**src/rtl/vrll_pkg.sv**
```systemverilog
`timescale 1ns / 1ps
// ----------------------------------------------------------------------------
// Voxel run-length loader package
// Shared types, codes and constants for the loader, its controller and its
// datapath.
// ----------------------------------------------------------------------------
package vrll_pkg;

  // Default side length of the cubic grid.
  localparam int GRID_SIDE_DEF = 16;
  // Width of a position counter; it must hold a position plus a skip nibble.
  localparam int POS_W  = 5;
  localparam int CELL_W = 19;

  // Request action codes.
  localparam logic [1:0] ACT_START = 2'd0;
  localparam logic [1:0] ACT_BYTE  = 2'd1;
  localparam logic [1:0] ACT_READ  = 2'd2;
  // Spare action code; it changes nothing and reads no cell.
  localparam logic [1:0] ACT_NOP   = 2'd3;

  localparam logic [7:0] END_MARK = 8'hFF;

  typedef struct packed {
    logic [1:0] action;
    logic [7:0] stream_byte;
    logic [3:0] read_x;
    logic [3:0] read_y;
    logic [3:0] read_z;
  } in_t;

  typedef struct packed {
    logic [1:0] load_state;
    logic [7:0] cell_occupancy;
    logic [9:0] cell_material;
    logic       cell_full;
  } out_t;

  typedef enum logic [1:0] {
    LS_IDLE    = 2'd0,
    LS_LOADING = 2'd1,
    LS_LOADED  = 2'd2,
    LS_ERROR   = 2'd3
  } lstate_t;

  typedef enum logic [2:0] {
    PH_ROW  = 3'd0,
    PH_CELL = 3'd1,
    PH_PROP = 3'd2,
    PH_EXT  = 3'd3,
    PH_OCC  = 3'd4
  } phase_t;

  // Decoder position and progress.
  typedef struct packed {
    logic [POS_W-1:0] layer;
    logic [POS_W-1:0] row;
    logic [POS_W-1:0] slot;
    phase_t           phase;
    logic [3:0]       prow;
    logic [3:0]       pcell;
    lstate_t          status;
  } pos_t;

  typedef enum logic [3:0] {
    CMD_NONE,
    CMD_CLEAR,
    CMD_CAPTURE,
    CMD_EXEC,
    CMD_FILL,
    CMD_COPY_RD,
    CMD_COPY_WR,
    CMD_ROW_END,
    CMD_READ_CAP,
    CMD_OUT
  } cmd_t;

  typedef enum logic [1:0] {
    EX_DONE,
    EX_FILL,
    EX_COPY,
    EX_READ
  } exec_kind_t;

  typedef struct packed {
    exec_kind_t exec_kind;
    logic       fill_last;
    logic       fill_copy;
    logic       copy_wr_last;
    logic       copy_z_last;
    logic       clear_last;
  } dp_status_t;

  typedef enum logic [3:0] {
    C_CLEAR,
    C_IDLE,
    C_EXEC,
    C_FILL,
    C_COPY_RD,
    C_COPY_WR,
    C_ROW_END,
    C_READ,
    C_DONE
  } ctrl_state_t;

endpackage

```
**src/rtl/vrll_ctrl.sv**
```systemverilog
`timescale 1ns / 1ps
// ----------------------------------------------------------------------------
// Voxel loader controller
// Sequences the clearing pass, byte decode, cell fills, row copies, reads and
// the output register hand-off.
// ----------------------------------------------------------------------------
module vrll_ctrl (
  input  logic                 clk,
  input  logic                 rst,
  input  logic                 in_valid,
  output logic                 in_ready,
  output logic                 out_valid,
  input  logic                 out_ready,
  input  vrll_pkg::dp_status_t st,
  output vrll_pkg::cmd_t       cmd
);

  vrll_pkg::ctrl_state_t state, state_next;
  logic                  out_load;

  // State and output valid registers.
  always_ff @(posedge clk) begin
    if (rst) begin
      state     <= vrll_pkg::C_CLEAR;
      out_valid <= 1'b0;
    end else begin
      state <= state_next;
      if (out_load) begin
        out_valid <= 1'b1;
      end else if (out_ready) begin
        out_valid <= 1'b0;
      end
    end
  end

  // Next state and commands.
  always_comb begin
    state_next = state;
    cmd        = vrll_pkg::CMD_NONE;
    in_ready   = 1'b0;
    out_load   = 1'b0;
    unique case (state)
      vrll_pkg::C_CLEAR: begin
        cmd = vrll_pkg::CMD_CLEAR;
        if (st.clear_last) begin
          state_next = vrll_pkg::C_IDLE;
        end
      end
      vrll_pkg::C_IDLE: begin
        in_ready = 1'b1;
        if (in_valid) begin
          cmd        = vrll_pkg::CMD_CAPTURE;
          state_next = vrll_pkg::C_EXEC;
        end
      end
      vrll_pkg::C_EXEC: begin
        cmd = vrll_pkg::CMD_EXEC;
        unique case (st.exec_kind)
          vrll_pkg::EX_FILL: state_next = vrll_pkg::C_FILL;
          vrll_pkg::EX_COPY: state_next = vrll_pkg::C_COPY_RD;
          vrll_pkg::EX_READ: state_next = vrll_pkg::C_READ;
          default:           state_next = vrll_pkg::C_DONE;
        endcase
      end
      vrll_pkg::C_FILL: begin
        cmd = vrll_pkg::CMD_FILL;
        if (st.fill_last) begin
          state_next = st.fill_copy ? vrll_pkg::C_COPY_RD : vrll_pkg::C_DONE;
        end
      end
      vrll_pkg::C_COPY_RD: begin
        cmd        = vrll_pkg::CMD_COPY_RD;
        state_next = vrll_pkg::C_COPY_WR;
      end
      vrll_pkg::C_COPY_WR: begin
        cmd = vrll_pkg::CMD_COPY_WR;
        if (st.copy_wr_last) begin
          state_next = st.copy_z_last ? vrll_pkg::C_ROW_END : vrll_pkg::C_COPY_RD;
        end
      end
      vrll_pkg::C_ROW_END: begin
        cmd        = vrll_pkg::CMD_ROW_END;
        state_next = vrll_pkg::C_DONE;
      end
      vrll_pkg::C_READ: begin
        cmd        = vrll_pkg::CMD_READ_CAP;
        state_next = vrll_pkg::C_DONE;
      end
      vrll_pkg::C_DONE: begin
        if (!out_valid || out_ready) begin
          cmd        = vrll_pkg::CMD_OUT;
          out_load   = 1'b1;
          state_next = vrll_pkg::C_IDLE;
        end
      end
      default: state_next = vrll_pkg::C_CLEAR;
    endcase
  end

endmodule

```
**config.mk**
```make
export PLATFORM = sky130hd
export DESIGN_NAME = vrll_ctrl
export DESIGN_NICKNAME = d
export VERILOG_FILES = /design/src/rtl/vrll_pkg.sv /design/src/rtl/vrll_ctrl.sv
export SDC_FILE = /design/constraint.sdc
export NUM_CORES = 1
export LEC_CHECK = 0
export ABC_AREA = 1
export BUFFER_PORTS_ARGS = -buffer_cell sky130_fd_sc_hd__buf_2
export CAP_MARGIN = 20
export CORE_AREA = 2 2 39 41
export CTS_CLUSTER_DIAMETER = 30
export CTS_CLUSTER_SIZE = 40
export DETAILED_ROUTE_END_ITERATION = 8
export DIE_AREA = 0 0 41 43
export PLACE_DENSITY = 0.73
export RECOVER_POWER = 25
export SLEW_MARGIN = 10
export SYNTH_ARGS = -nofsm -noshare
export SYNTH_HDL_FRONTEND = slang
export SYNTH_SLANG_ARGS = --single-unit
```
**constraint.sdc**
```tcl
create_clock -name clk -period 1.1 [get_ports clk]
set_clock_uncertainty 0.05 [all_clocks]
set_input_delay 0.22 -clock clk [delete_from_list [all_inputs] [get_ports clk]]
set_output_delay 0.22 -clock clk [all_outputs]
set_load 0.1 [all_outputs]
```
==> Word level (Yosys, flattened, before mapping) <==
Cells that the tools add are included.
{ "totals": {"output_inout_bits": 6, "reg_bits": 5, "in_bits": 11, "word_cells": 41} }
{ "op_classes": {"reduce_logical": 6, "eq_ne": 16, "mux": 17} }
{ "op_table": {"columns": ["op", "count"], "rows": [
  ["$pmux 4 s9", 1],
  ["$pmux 4 s8", 1],
  ["$mux 4", 7],
  ["$eq 4x3->1 const B", 4],
  ["$pmux 4 s3", 1],
  ["$ne 2x2->1 const B", 5],
  ["$eq 4x2->1 const B", 2],
  ["$mux 1", 5],
  ["$reduce_and 5->1", 1],
  ["$eq 2x2->1 const B", 2],
  ["$eq 4x1->1 const B", 1],
  ["$eq 4x4->1 const B", 1],
  ["$logic_not 4->1", 1],
  ["$mux 2", 2],
  ["$eq 2x1->1 const B", 1],
  ["$reduce_bool 2->1", 1],
  ["$reduce_or 2->1", 1],
  ["$logic_not 1->1", 1],
  ["$logic_or 1x1->1", 1]
]} }

==> Longest topological paths before layout <==
{ "depth": {"depth_word": 5, "mapped_depth": 8, "mapped_depth_nobuf": 8} }

==> Least setup slack after synthesis <==
Ideal clock, no wire load.
{ "synth_timing": {"path_kind": "register to output", "startpoint": "reg state[2]", "endpoint": "out cmd[3]", "arrival_ns": 2.794, "t_required_ns": 0.830, "path_stages_with_launch": 5, "setup_slack_ns": -1.964, "n_path_buf": 0, "cell_sequence": "dfxtp_1 > inv_1 > nor2_4 > inv_1 > o21ai_0"} }
{ "synth_between": {"elab_chain_len": 2, "word_cells_on_any_way": 10, "cone_classes": "8 x eq/ne; 1 x mux; 1 x reduce/logical"} }
{ "synth_lines": {"columns": ["item", "line_no", "rtl"], "rows": [
  ["start: declaration", "vrll_ctrl.sv:18", "vrll_pkg::ctrl_state_t state, state_next;"],
  ["start signal: assignment", "vrll_ctrl.sv:24", "state <= vrll_pkg::C_CLEAR;"],
  ["start signal: assignment", "vrll_ctrl.sv:27", "state <= state_next;"],
  ["$eq 4x4->1, or another cell as far along", "vrll_ctrl.sv:42", "unique case (state)"],
  ["$pmux 4 s9 *", "vrll_ctrl.sv:42", null],
  ["end: declaration", "vrll_ctrl.sv:15", "output vrll_pkg::cmd_t cmd"]
]} }
Mark *: on every way between the ends. The rest lies on a longest branch, timed or not.

==> Worst setup path in the final report <==
{ "layout_timing": {"startpoint": "reg state[0]", "endpoint": "out cmd[1]"} }
The elaborated chain is that of the path after synthesis.

==> flow_summary.yaml <==
outcome:
  status: "finished with violations"
  violations: "setup timing"
cts:
  cts_root_buf: "clkbuf_4"
  insertion_delay_ns: 0.23
  cts.hold.buffers_added: 0
  numClockSinks: 5
  clockBufferDepth: 2
  h-tree-depth: 1
  cts-buffers-inserted: 3
  tritoncts: "built"
  path_clk_slew_ns: 0.04
routing:
  vias: 658
  drtIter0Drc: 14
  first_pass_iters: 4
  route.detailed.drc: 0
  via_per_inst: 4.734
  drt-wirelength-per-cell_um: 11.42
  ant_nets: 0
  routed_wl_mm: 1.587
sta:
  final.setup.worst_slack_ns: -0.4752
  finalHoldViolCount: 0
  slew_viol_final: 0
  rsz0062_at_grt: "true"
  finalSetupTns_ns: -3.177
  worst_pin_slew_ns: 0.2719
  setup_viol: 11
  period_minus_slack_ns: 1.575
  fmaxAchievable_ghz: 0.6348
  max_slew_margin_pct: 81.79
  timing.final.crit_share_pct: 143.2
worst_setup_path:
  cp_slowest_stage_delay_ns: 0.38
  crit_family: "flip-flops"
  crit_fanout: 5
  timing.reg2reg.setup_slack_ns: -0.28
  path_class: "register to output port"
  slowest_stage: "dfxtp_4"
  end_kind: "output port"
  cp_cell_sequence: "inv_2, nor2_4, nand2_2, o211ai_1, buf_12"
  critPathLaunchType: "register"
  critPathBufInv: 2
  crit_arrival_ns: 1.31
  crit_required_ns: 0.83
logic_synthesis:
  yosysUniqueCellTypes: 15
  synth-warning-count: 0
  syn_nets: 93
  yosysTopAreaCell: "dfxtp_1"
  synth_commonest_cells: "inv_1, nand2_1, nand3_1, nor2_1, dfxtp_1"
  syn_area_um2: 462.9
  synthTopCellsByArea: "dfxtp_1, inv_1, nand3_1"
  yosys.area_share.simple_pct: 52.16
  ys_seq_area_share_pct: 21.62
  synth_top_family_by_area: "simple AND/OR/NAND/NOR gates"
  synth_edf_count: 0
  synth-adder-area-share_pct: 0
  synth_seq_cells: 5
  synth_compound_area_share_pct: 10.81
  async_reset_ff_share_pct: 0
  synth_xor_area_share_pct: 0
  synthMuxAreaShare_pct: 0
  synth_top_area_share_pct: 21.62
  synthCells: 82
  ys.flop_type: "dfxtp_1"
  avgSynthCellArea_um2: 5.646
  synth.most_common_cell: "inv_1"
floorplanning:
  die_area_mm2: 0.001763
  row_count: 14
  ioPinCount: 17
  initial_core_util_pct: 33.45
  coreArea_mm2: 0.001384
  fp.dieW_um: 41
  die_height_um: 43
finish:
  diodes: 0
  final_util_pct: 70.98
  finalNetCount: 135
  drive_above_1_share_pct: 60.98
  instances_no_fill: 139
  area_growth_pct: 112.2
  fill_cells: 95
grt:
  grt_max_degree: 6
  grt_overflow: 0
  antenna_found_initial: 0
  first_global_vias: 616
  grt_pass1_wl_mm: 2.415
  grt_util_all_layers_pct: 20.14
place:
  placed_cells: 131
  dp_slack_ns: -0.2414
  place_congestion: 0.8589
  port_buffers: 16
  place_hpwl_mm: 1.196
flow_run:
  maxCapViolCount: 0
hold_path:
  hold_class: "input pin to register"
## flip-flops by register name, summed over array words and instances, names as in the netlist
register / cells
state: 4
out_valid: 1
## per-stage QoR
step	cell area, um^2	hold WS, ns
final	982.2	0.1200
after global routing	982.2	0.1176
after CTS	942.2	0.1158
after detailed placement	819.5	0.3689
after global placement	819.5	0.3620
after floorplan	501.7	0.2294
## logic make-up (layout without fill, tap and decap cells)
logic type	count (synthesis)	count (layout)
AND/OR/NAND/NOR	49	49
buffers and inverters	19	60
AO/OA/AOI/OAI	9	9
flip-flops	5	5
## final timing paths
| path | from | to | cells after the start |
|---|---|---|---|
| setup reg to reg | state[3] | state[2] | 10 |
| hold reg to reg | state[0] | state[0] | 2 |
| hold / removal | rst | state[1] | 2 |
| setup / recovery | state[0] | cmd[1] | 5 |
## final cells by class
type / instances / area, um^2 / area share (%)
Inverter: 19 / 73.82 / 7.516
Tap cell: 16 / 20.02 / 2.038
Sequential cell: 5 / 118.9 / 12.10
Timing Repair Buffer: 37 / 359.1 / 36.56
Clock buffer: 4 / 26.28 / 2.675
Multi-Input combinational cell: 58 / 384.1 / 39.11
## repair_timing
action                                  4_1_cts  5_1_grt
buffers inserted                              4        1
endpoints found under the setup margin       10       11
resized for setup                            18        7
pin swaps                                     7        2
gates cloned                                  0        0
## metal layers
metal	global-route usage, %	routed length (um)	up-vias
met1	21.75	654	294
li1	-	-	344
met3	4.188	55	4
met5	0	0	-
met2	35.31	857	16
met4	8.000	20	0
## cell usage in the layout (no fill, tap or decap), drive strengths merged
cell and instances:
a21oi 3, nor2 17, o211ai 1, dfxtp 5, inv 19, o21ai 4, buf 37, nand3 14
o21bai 1, nand4 1, clkbuf 4, nand2 15, nor3 2
Power is left out: the tool's default activity adds up to more than one toggle a clock period on the data nets, which glitch-free logic cannot reach.
